===== src/spq_pkg.sv =====
// spq_pkg: transaction payload types, status and opcode codes, controller states
// and the command/status structs shared by the sorted priority queue modules.
// no dependencies
`default_nettype none

package spq_pkg;

    localparam int KEY_W   = 16;
    localparam int TAG_W   = 16;
    localparam int COUNT_W = 5;

    localparam logic OP_INSERT = 1'b0;
    localparam logic OP_REMOVE = 1'b1;

    localparam logic [1:0] ST_OK    = 2'd0;
    localparam logic [1:0] ST_DUP   = 2'd1;
    localparam logic [1:0] ST_EMPTY = 2'd2;
    localparam logic [1:0] ST_FULL  = 2'd3;

    typedef struct packed {
        logic                     opcode;
        logic signed [KEY_W-1:0]  priority_req;
        logic        [TAG_W-1:0]  name_tag;
    } in_t;

    typedef struct packed {
        logic        [1:0]         status;
        logic signed [KEY_W-1:0]   out_priority;
        logic        [TAG_W-1:0]   out_tag;
        logic        [COUNT_W-1:0] count;
    } out_t;

    typedef enum logic [1:0] {
        S_IDLE,
        S_COMPARE,
        S_EXEC
    } state_t;

    typedef struct packed {
        logic       capture;
        logic       compare;
        logic       insert;
        logic       remove;
        logic       write_result;
        logic [1:0] status;
    } spq_cmd_t;

    typedef struct packed {
        logic is_remove;
        logic full;
        logic empty;
        logic dup;
    } spq_stat_t;

endpackage

`default_nettype wire


===== src/spq_datapath.sv =====
// spq_datapath: row of sorted key/tag cells with per-cell compare flags,
// shift insert, shift-down remove and the result register.
// depends on spq_pkg
`default_nettype none

module spq_datapath #(
    parameter int DEPTH = 16
) (
    input  wire logic              clk,
    input  wire logic              rst_n,
    input  wire spq_pkg::in_t      in_data,
    input  wire spq_pkg::spq_cmd_t cmd,
    output spq_pkg::spq_stat_t     stat,
    output spq_pkg::out_t          out_data
);

    localparam int CW = $clog2(DEPTH + 1);

    logic                              op_reg;
    logic signed [spq_pkg::KEY_W-1:0]  key_in_reg;
    logic        [spq_pkg::TAG_W-1:0]  tag_in_reg;

    logic signed [spq_pkg::KEY_W-1:0]  key_reg  [DEPTH];
    logic signed [spq_pkg::KEY_W-1:0]  key_next [DEPTH];
    logic        [spq_pkg::TAG_W-1:0]  tag_reg  [DEPTH];
    logic        [spq_pkg::TAG_W-1:0]  tag_next [DEPTH];

    logic [DEPTH-1:0] lt_reg;
    logic [DEPTH-1:0] lt_next;
    logic [DEPTH-1:0] eq_reg;
    logic [DEPTH-1:0] eq_next;

    logic [CW-1:0] count_reg;
    logic [CW-1:0] count_next;

    spq_pkg::out_t result_reg;
    spq_pkg::out_t result_next;

    genvar i;
    generate
        for (i = 0; i < DEPTH; i++)
        begin : g_cell
            always_comb
            begin
                lt_next[i] = (CW'(i) < count_reg) && (key_reg[i] < key_in_reg);
                eq_next[i] = (CW'(i) < count_reg) && (key_reg[i] == key_in_reg);
            end

            if (i == 0)
            begin : g_head
                always_comb
                begin
                    key_next[i] = key_reg[i];
                    tag_next[i] = tag_reg[i];
                    if (cmd.insert && !lt_reg[i])
                    begin
                        key_next[i] = key_in_reg;
                        tag_next[i] = tag_in_reg;
                    end
                    else if (cmd.remove)
                    begin
                        key_next[i] = key_reg[i+1];
                        tag_next[i] = tag_reg[i+1];
                    end
                end
            end
            else if (i == DEPTH - 1)
            begin : g_tail
                always_comb
                begin
                    key_next[i] = key_reg[i];
                    tag_next[i] = tag_reg[i];
                    if (cmd.insert && !lt_reg[i])
                    begin
                        key_next[i] = lt_reg[i-1] ? key_in_reg : key_reg[i-1];
                        tag_next[i] = lt_reg[i-1] ? tag_in_reg : tag_reg[i-1];
                    end
                end
            end
            else
            begin : g_mid
                always_comb
                begin
                    key_next[i] = key_reg[i];
                    tag_next[i] = tag_reg[i];
                    if (cmd.insert && !lt_reg[i])
                    begin
                        key_next[i] = lt_reg[i-1] ? key_in_reg : key_reg[i-1];
                        tag_next[i] = lt_reg[i-1] ? tag_in_reg : tag_reg[i-1];
                    end
                    else if (cmd.remove)
                    begin
                        key_next[i] = key_reg[i+1];
                        tag_next[i] = tag_reg[i+1];
                    end
                end
            end

            always_ff @(posedge clk)
            begin
                key_reg[i] <= key_next[i];
                tag_reg[i] <= tag_next[i];
            end
        end
    endgenerate

    always_comb
    begin
        count_next = count_reg;
        if (cmd.insert)
        begin
            count_next = count_reg + CW'(1);
        end
        else if (cmd.remove)
        begin
            count_next = count_reg - CW'(1);
        end
    end

    always_comb
    begin
        result_next = result_reg;
        if (cmd.write_result)
        begin
            result_next.status       = cmd.status;
            result_next.out_priority = cmd.remove ? key_reg[0] : '0;
            result_next.out_tag      = cmd.remove ? tag_reg[0] : '0;
            result_next.count        = spq_pkg::COUNT_W'(count_next);
        end
    end

    always_ff @(posedge clk or negedge rst_n)
    begin
        if (!rst_n)
        begin
            count_reg <= '0;
        end
        else
        begin
            count_reg <= count_next;
        end
    end

    always_ff @(posedge clk)
    begin
        if (cmd.capture)
        begin
            op_reg     <= in_data.opcode;
            key_in_reg <= in_data.priority_req;
            tag_in_reg <= in_data.name_tag;
        end
        if (cmd.compare)
        begin
            lt_reg <= lt_next;
            eq_reg <= eq_next;
        end
        result_reg <= result_next;
    end

    always_comb
    begin
        stat.is_remove = (op_reg == spq_pkg::OP_REMOVE);
        stat.full      = (count_reg == CW'(DEPTH));
        stat.empty     = (count_reg == '0);
        stat.dup       = |eq_reg;
    end

    assign out_data = result_reg;

endmodule

`default_nettype wire


===== src/spq_ctrl.sv =====
// spq_ctrl: transaction sequencer for the sorted priority queue; decides the
// operation outcome and holds the output valid flag.
// depends on spq_pkg
`default_nettype none

module spq_ctrl (
    input  wire logic               clk,
    input  wire logic               rst_n,
    input  wire logic               in_valid,
    output logic                    in_ready,
    output logic                    out_valid,
    input  wire logic               out_ready,
    input  wire spq_pkg::spq_stat_t stat,
    output spq_pkg::spq_cmd_t       cmd
);

    spq_pkg::state_t state_reg;
    spq_pkg::state_t state_next;
    logic            out_valid_reg;
    logic            out_valid_next;

    always_ff @(posedge clk or negedge rst_n)
    begin
        if (!rst_n)
        begin
            state_reg     <= spq_pkg::S_IDLE;
            out_valid_reg <= 1'b0;
        end
        else
        begin
            state_reg     <= state_next;
            out_valid_reg <= out_valid_next;
        end
    end

    always_comb
    begin
        state_next = state_reg;
        in_ready   = 1'b0;
        cmd        = '0;
        cmd.status = spq_pkg::ST_OK;
        case (state_reg)
            spq_pkg::S_IDLE:
            begin
                in_ready = 1'b1;
                if (in_valid)
                begin
                    cmd.capture = 1'b1;
                    state_next  = spq_pkg::S_COMPARE;
                end
            end
            spq_pkg::S_COMPARE:
            begin
                cmd.compare = 1'b1;
                state_next  = spq_pkg::S_EXEC;
            end
            spq_pkg::S_EXEC:
            begin
                // wait here while the previous result is still unclaimed
                if (!out_valid_reg || out_ready)
                begin
                    cmd.write_result = 1'b1;
                    state_next       = spq_pkg::S_IDLE;
                    if (stat.is_remove)
                    begin
                        if (stat.empty)
                        begin
                            cmd.status = spq_pkg::ST_EMPTY;
                        end
                        else
                        begin
                            cmd.remove = 1'b1;
                        end
                    end
                    else if (stat.full)
                    begin
                        cmd.status = spq_pkg::ST_FULL;
                    end
                    else if (stat.dup)
                    begin
                        cmd.status = spq_pkg::ST_DUP;
                    end
                    else
                    begin
                        cmd.insert = 1'b1;
                    end
                end
            end
            default:
            begin
                state_next = spq_pkg::S_IDLE;
            end
        endcase
    end

    always_comb
    begin
        out_valid_next = (out_valid_reg && !out_ready) || cmd.write_result;
    end

    assign out_valid = out_valid_reg;

endmodule

`default_nettype wire


===== src/sorted_priority_queue.sv =====
// sorted_priority_queue: top level, joins the sequencer and the cell datapath.
// depends on spq_pkg, spq_ctrl, spq_datapath
//
//   channel   handshake              payload
//   input     in_valid / in_ready    in_data  (spq_pkg::in_t)
//   output    out_valid / out_ready  out_data (spq_pkg::out_t)
//
// a transaction runs as capture, parallel compare of all cells into
// registered flags, then shift insert or shift-down remove with the result write
// a new input is taken while the previous result waits on the output register
// the execute step holds while the output register is still full
// reset empties the queue at once, the cells themselves are not cleared
`default_nettype none

module sorted_priority_queue #(
    parameter int DEPTH = 16
) (
    input  wire logic          clk,
    input  wire logic          rst_n,
    input  wire logic          in_valid,
    output logic               in_ready,
    input  wire spq_pkg::in_t  in_data,
    output logic               out_valid,
    input  wire logic          out_ready,
    output spq_pkg::out_t      out_data
);

    spq_pkg::spq_cmd_t  cmd;
    spq_pkg::spq_stat_t stat;

    spq_ctrl u_ctrl (
        .clk       (clk),
        .rst_n     (rst_n),
        .in_valid  (in_valid),
        .in_ready  (in_ready),
        .out_valid (out_valid),
        .out_ready (out_ready),
        .stat      (stat),
        .cmd       (cmd)
    );

    spq_datapath #(
        .DEPTH (DEPTH)
    ) u_datapath (
        .clk      (clk),
        .rst_n    (rst_n),
        .in_data  (in_data),
        .cmd      (cmd),
        .stat     (stat),
        .out_data (out_data)
    );

endmodule

`default_nettype wire

===== config.mk =====
export PLATFORM = sky130hd
export DESIGN_NAME = sorted_priority_queue
export DESIGN_NICKNAME = d
export VERILOG_FILES = /design/src/spq_pkg.sv /design/src/spq_datapath.sv /design/src/spq_ctrl.sv /design/src/sorted_priority_queue.sv
export SDC_FILE = /design/constraint.sdc
export NUM_CORES = 1
export LEC_CHECK = 0
export BUFFER_PORTS_ARGS = -buffer_cell sky130_fd_sc_hd__buf_2
export CORE_UTILIZATION = 45
export DETAILED_ROUTE_END_ITERATION = 10
export SLEW_MARGIN = 20
export SYNTH_ARGS = -nofsm -noshare
export SYNTH_HDL_FRONTEND = slang
export SYNTH_SLANG_ARGS = --single-unit

===== constraint.sdc =====
create_clock -name clk -period 5.3 [get_ports clk]
set_clock_uncertainty 0.1 [all_clocks]
set_input_delay 0 -clock clk [delete_from_list [all_inputs] [get_ports clk]]
set_output_delay 0 -clock clk [all_outputs]
set_load 0.05 [all_outputs]

==> results of run 1 <==
[cell type report]
| type | instances | area, sq um |
|---|---|---|
| fillers | 6879 | 38000 |
| flip-flops and latches | 624 | 18700 |
| repair buffers | 204 | 1590 |
| clock buffers | 89 | 1960 |
| inverters | 49 | 184 |
| multi-input cells | 2204 | 16000 |
| well taps | 1040 | 1300 |
| clock inverters | 43 | 320 |
[power by group]
group / leakage [uW] / switching [uW] / internal (uW)
sequential: 0.00573 / 507 / 6180
clock: 0.00114 / 2080 / 2790
combinational: 0.00867 / 2240 / 1380
[what timing repair did]
action                                  in CTS  in global routing
hold endpoints to repair                    44                  0
endpoints found under the setup margin       0                  0
hold buffers                                59                  0
[per-layer routing]
| metal | GRT usage | share of wire |
|---|---|---|
| met5 | 0 | 0 |
| met4 | 0.0726 | 0.025 |
| met3 | 0.0298 | 0.043 |
| met2 | 0.401 | 0.50 |
| met1 | 0.294 | 0.43 |
[critical path, stage by stage (launching register included)]
cell                       delay, ps
sky130_fd_sc_hd__dfrtp_1         390
sky130_fd_sc_hd__nand2b_1        270
sky130_fd_sc_hd__or3_1           360
sky130_fd_sc_hd__buf_4           270
sky130_fd_sc_hd__or3_2           950
sky130_fd_sc_hd__nor2_4          780
sky130_fd_sc_hd__buf_4           290
[synth_stat cells, types with 33 or more instances]
| cell | count | area share |
|---|---|---|
| sky130_fd_sc_hd__buf_2 | 35 | 0.0049 |
| sky130_fd_sc_hd__a21oi_1 | 544 | 0.076 |
| sky130_fd_sc_hd__nand3_1 | 33 | 0.0046 |
| sky130_fd_sc_hd__clkbuf_1 | 152 | 0.016 |
| sky130_fd_sc_hd__o21ai_0 | 38 | 0.0053 |
| sky130_fd_sc_hd__and2_1 | 35 | 0.0061 |
| sky130_fd_sc_hd__inv_1 | 49 | 0.0052 |
| sky130_fd_sc_hd__mux2_2 | 63 | 0.020 |
| sky130_fd_sc_hd__mux2i_1 | 449 | 0.13 |
| sky130_fd_sc_hd__edfxtp_1 | 616 | 0.52 |
| sky130_fd_sc_hd__ha_1 | 260 | 0.091 |
| sky130_fd_sc_hd__nor2_1 | 475 | 0.050 |
| sky130_fd_sc_hd__nand4_1 | 59 | 0.010 |
[through the flow]
step | utilization | total power [uW]
finish | 0.513 | 15200
global route | 0.513 | 15900
CTS | 0.511 | 15300
detailed placement | 0.475 | 10300
global placement | 0.475 | 10200
floorplan | - | 9250
[worst paths after layout]
path / to / slack, ps / cells past startpoint
setup / recovery: u_datapath.tag_reg[15][9] / 1530 / 6
hold / removal: u_datapath.key_in_reg[2] / 8 / 2
setup reg to reg: u_datapath.tag_reg[15][9] / 1530 / 6
hold reg to reg: u_ctrl.out_valid / 440 / 2
max in group asynchronous: u_datapath.count_reg[4] / 4560 / 3
min in group asynchronous: u_datapath.count_reg[0] / 270 / 3
[logic make-up after synthesis]
family	count (synthesis)
mux	512
buf+inv	260
flops	624
fa+ha+maj	260
simple gates	747
xor+xnor	5
compound gates	680
==> impl_metrics.tcl, run 1 <==
set metrics [dict create \
    run_status "completed" \
    post_synth_instance_area_sq_mm 0.0357 \
    syn_to_final_growth_pct 12.1 \
    routabilityCongestion 0.866 \
    timing.final.setup_violations 0 \
    cts_htree_levels 3 \
    cts.root.buffer_cell "sky130_fd_sc_hd__clkbuf_16" \
    routed_wirelength_um 93300 \
    timing.critical_path.fanout_max 22 \
    post_layout_nonfiller_instances 4253 \
    leakage_power_uw 0.0155 \
    hold_path.class "in2reg" \
    critical_path_required_time_ps 5530 \
    worst-endpoint-arrival_ps 4000 \
    design.die.area_sq_mm 0.0805 \
    hold_violations 0 \
    finalNetCount 3454 \
    avgViaCountPerCell 5.86 \
    post_route_cells_drive_above_1_share 0.110 \
    die_h_um 284 \
    diodes 0 \
    synth_seq_area_share 0.524 \
    avgSynthCellArea_sq_um 11.6 \
    gr-total-overflow 0 \
    numPlacedInstances 4057 \
    ys_ff_latch 624 \
    critical_path_class "reg2reg" \
    clock_sink_count 624 \
    postLayoutSetupSlackWorst_ps 1530 \
    placed_cell_area_sq_mm 0.0370 \
    grt.total_usage 0.230 \
    maximum_number_of_pins_on_one_net_before_global_route_repair 65 \
    synth_xor_xnor_area_share 0.00123 \
    layout_commonest_cell "sky130_fd_sc_hd__edfxtp_1" \
    pre_cts_ws_ps 1480 \
    vdd_ir_max_uv 198 \
    most_frequent_cells_in_the_layout "sky130_fd_sc_hd__edfxtp_1, sky130_fd_sc_hd__a21oi_1, sky130_fd_sc_hd__nor2_1" \
    setup_fix_bufs_post_cts 0 \
    synth_fa_ha_area_frac 0.0911 \
    first_iter_violations 1643 \
    synth-edff-count 616 \
    timing.slew.headroom 0.325 \
    worstHoldStart "in_data[18]" \
    hpwlAfterDp_um 67700 \
    wire_length_of_the_first_global_routing_pass_um 147000 \
    maxCapViolCount 0 \
    setup.worst_path.start "u_ctrl.state_reg[0]" \
    cts_tree "yes" \
    pwr_density_cell_mw_per_mm2 379 \
    io-pin-count 78 \
    final_period_minus_worst_setup_slack_ps 3770 \
    synthDistinctLibCells 50 \
    synth-warning-count 0 \
    clkTransAtPathRegs_ps 60 \
    synthMuxAreaShare 0.146 \
    drt-pass1-iter-count 5 \
    clockBufferDepth 3 \
    type_of_origin_of_the_critical_path "flip-flop" \
    core.rowCount 102 \
    antenna_found_initial 0 \
    die_width_um 284 \
    cts_made_buffers 74 \
    worst_skew_pair_later_pin_latency_ps 630 \
    grt_pass1_vias 26600 \
    grt_setup_unrepaired "no" \
    synth_compound_gate_area_share 0.104 \
    finalCritPeriodShare 0.711 \
    syn_nets 3385 \
    finalSetupTns_ps 0 \
    post_cts_resized 0 \
    vias 24900 \
    dominantRegCellSynth "sky130_fd_sc_hd__edfxtp_1" \
    whs_ps 8.10 \
    max_slew.worst_pin.slew_ps 1010 \
    start_util 0.458 \
    post_synth_and_or_nand_nor_area_fraction 0.101 \
    io_buffers 77 \
    timing.critical_path.to_type "flip-flop" \
    post_drt_wl_per_cell_um 21.9 \
    r2r_start "u_ctrl.state_reg[0]" \
    core_sq_mm 0.0780 \
    dominant_combinational_cell_family_by_area_after_synthesis "multiplexers" \
    synth_cells 3088 \
    report.final.slew_viol_count 0 \
    drcViolationCount 0 \
    maximum_frequency_from_static_timing_analysis_mhz 265 \
    post-route-cell-area_sq_mm 0.0400 \
    drt.antenna.violating_nets 0 \
    synth-async-reset-ratio 0.0128 \
]
(Power assumes the default switching activity.)
==> inputs of run 2 (changes only) <==
ABC_AREA = 1   (was default)
clock period = 3.5 ns   (was 5.3 ns; I/O delays follow)
==> impl_metrics.tcl, run 2 <==
set metrics [dict create \
    maximum_frequency_from_static_timing_analysis_mhz 328 \
    maximum_number_of_pins_on_one_net_before_global_route_repair 66 \
    ys_top_cells_by_area "sky130_fd_sc_hd__edfxtp_1, sky130_fd_sc_hd__nand2_1, sky130_fd_sc_hd__o21ai_0, sky130_fd_sc_hd__ha_1, sky130_fd_sc_hd__o21ai_2" \
    core_sq_mm 0.0795 \
    design.die.area_sq_mm 0.0820 \
    worst-endpoint-arrival_ps 3240 \
    timing.critical_path.fanout_max 32 \
    synth_seq_area_share 0.514 \
    finalSetupTns_ps 0 \
    synth_cells 3942 \
    layout_commonest_cell "sky130_fd_sc_hd__nand2_1" \
    clockBufferDepth 3 \
    io_buffers 77 \
    r2r_start "u_datapath.count_reg[4]" \
    routabilityCongestion 0.844 \
    proportion_of_netlist_area_held_by_the_largest_area_contributor 0.509 \
    post_cts_resized 0 \
    post_synth_instance_area_sq_mm 0.0364 \
    synth.most_common_cell "sky130_fd_sc_hd__nand2_1" \
    max_slew.worst_pin.slew_ps 952 \
    post_drt_wl_per_cell_um 18.9 \
    grt_busiest_layer "met2" \
    worstHoldStart "in_data[19]" \
    syn_to_final_growth_pct 11.6 \
    cts_htree_levels 3 \
    drt.antenna.violating_nets 0 \
    grt_setup_unrepaired "no" \
    clkTransAtPathRegs_ps 50 \
    hpwlAfterDp_um 67400 \
    vias 27700 \
    routed_wirelength_um 96600 \
    die_h_um 286 \
    hold-path-cell-count 2 \
    setup_fix_bufs_post_cts 0 \
    timing.critical_path.to_type "flip-flop" \
    worst_skew_pair_later_pin_latency_ps 620 \
    leakage_power_uw 0.0169 \
    type_of_origin_of_the_critical_path "flip-flop" \
    ys_ff_latch 624 \
    final_period_minus_worst_setup_slack_ps 3050 \
    finalCritPeriodShare 0.872 \
    antenna_found_initial 1 \
    timing.slew.headroom 0.360 \
    grt_pass1_vias 27400 \
    avgViaCountPerCell 5.42 \
    core.rowCount 103 \
    clock_sink_count 624 \
    postLayoutSetupSlackWorst_ps 448 \
    die_width_um 286 \
    first_iter_violations 2384 \
    critical_path_required_time_ps 3690 \
    r2r-end "u_datapath.tag_reg[14][5]" \
    timing.final.setup_violations 0 \
    synth-async-reset-ratio 0.0128 \
    avgSynthCellArea_sq_um 9.23 \
    top_cells_by_count_synth "sky130_fd_sc_hd__nand2_1, sky130_fd_sc_hd__o21ai_0, sky130_fd_sc_hd__edfxtp_1" \
    synth-warning-count 0 \
    flop2flop_setup_slack_ps 450 \
    min_delay_worst_endpoint "u_datapath.key_in_reg[3]" \
    maxCapViolCount 0 \
    finalNetCount 4320 \
    drcViolationCount 0 \
    globalRouteMet1Util 0.332 \
    vdd_ir_max_uv 446 \
    dominantRegCellSynth "sky130_fd_sc_hd__edfxtp_1" \
    hold_violations 0 \
    pre_cts_ws_ps 466 \
    drt-pass1-iter-count 7 \
    cts.root.buffer_cell "sky130_fd_sc_hd__clkbuf_16" \
    start_util 0.457 \
    io-pin-count 78 \
    pwr_density_cell_mw_per_mm2 583 \
    cts_made_buffers 74 \
    grt_util_met3 0.0281 \
    most_frequent_cells_in_the_layout "sky130_fd_sc_hd__nand2_1, sky130_fd_sc_hd__o21ai_0, sky130_fd_sc_hd__edfxtp_1" \
    cts_tree "yes" \
    run_status "completed" \
    cts.hold.buffers_added 65 \
    yosys.area.top_type "sky130_fd_sc_hd__edfxtp_1" \
    wire_length_of_the_first_global_routing_pass_um 155000 \
    syn_nets 4239 \
    synth-edff-count 616 \
    post_route_cells_drive_above_1_share 0.114 \
    report.final.slew_viol_count 0 \
    global_route.usage.met2 0.394 \
    critical_path_class "reg2reg" \
    grt.total_usage 0.238 \
    gr-total-overflow 0 \
    ff2ff_path_depth 8 \
    hold_path.class "in2reg" \
    synthDistinctLibCells 39 \
]
[run 2: changes by cell type after synthesis, sizes merged, moves of 18 or more]
cell    delta
clkbuf    -23
nor3      -20
buf       +62
a21oi    -402
o21ai    +967
mux2      -63
mux2i    -449
nor2b     -18
and2      -35
nand4     -45
nand2   +1224
nor2     -355
nor4      -18
inv      +103
[run 2: kinds of logic after synthesis]
| kind of cell | Yosys count | synth area share |
|---|---|---|
| AO/OA/AOI/OAI | 1165 | 0.178 |
| XOR/XNOR | 6 | 0.00144 |
| adder cells (fa/ha/maj) | 260 | 0.0894 |
| buffers and inverters | 419 | 0.0559 |
| flip-flops | 624 | 0.514 |
| AND/OR/NAND/NOR | 1468 | 0.161 |
[run 2: how the worst max path moves through the flow]
| stage | from | end | depth (start not counted) |
|---|---|---|---|
| 2_1_floorplan | u_datapath.count_reg[0] | u_datapath.key_reg[3][48] | 8 |
| 6_report | u_datapath.count_reg[4] | u_datapath.tag_reg[14][5] | 8 |
| 3_5_place_dp | u_datapath.count_reg[4] | u_datapath.tag_reg[14][8] | 8 |
| 3_3_place_gp | u_datapath.count_reg[4] | u_datapath.tag_reg[14][8] | 8 |
| 4_1_cts | u_datapath.count_reg[4] | u_datapath.tag_reg[14][5] | 8 |
| 5_1_grt | u_datapath.count_reg[4] | u_datapath.tag_reg[14][10] | 8 |
[run 2: per-stage QoR]
step	util	area (sq um)	hold WS [ps]	power, uW	cells
2_1_floorplan	-	36400	-396	14300	3942
3_3_place_gp	0.474	37700	-219	16200	4932
3_5_place_dp	0.474	37700	-220	16300	4932
4_1_cts	0.511	40600	0.999	23900	5120
5_1_grt	0.511	40600	20.5	25000	5120
6_report	0.511	40600	23.0	23700	5121
[run 2: area by class of cell]
type                            count  area [sq um]
Fill cell                        7296         38900
Sequential cell                   624         18700
Multi-Input combinational cell   2899         15700
Timing Repair Buffer              255          2030
Clock buffer                       99          1990
Tap cell                         1050          1310
Inverter                          169           634
Clock inverter                     24           256
Antenna cell                        1          2.50
[run 2: worst max-delay path, cell delays in order (launching register included)]
cell                      delay (ps)
sky130_fd_sc_hd__dfrtp_1         550
sky130_fd_sc_hd__nor2_1          450
sky130_fd_sc_hd__inv_1           200
sky130_fd_sc_hd__nor2_1          340
sky130_fd_sc_hd__nand2_1         110
sky130_fd_sc_hd__nand2_2         270
sky130_fd_sc_hd__buf_4           280
sky130_fd_sc_hd__nand2_1          70
sky130_fd_sc_hd__buf_4           290
[run 2: where the power goes]
group / internal, uW / switching [uW]
clock: 4280 / 3190
sequential: 9410 / 629
combinational: 1850 / 4300
total: 15500 / 8120
[run 2: layer usage]
| layer | up-vias | part of all wire |
|---|---|---|
| met4 | 0 | 0.018 |
| met1 | 13200 | 0.47 |
| li1 | 13900 | - |
| met5 | - | 0 |
| met2 | 567 | 0.47 |
| met3 | 103 | 0.040 |
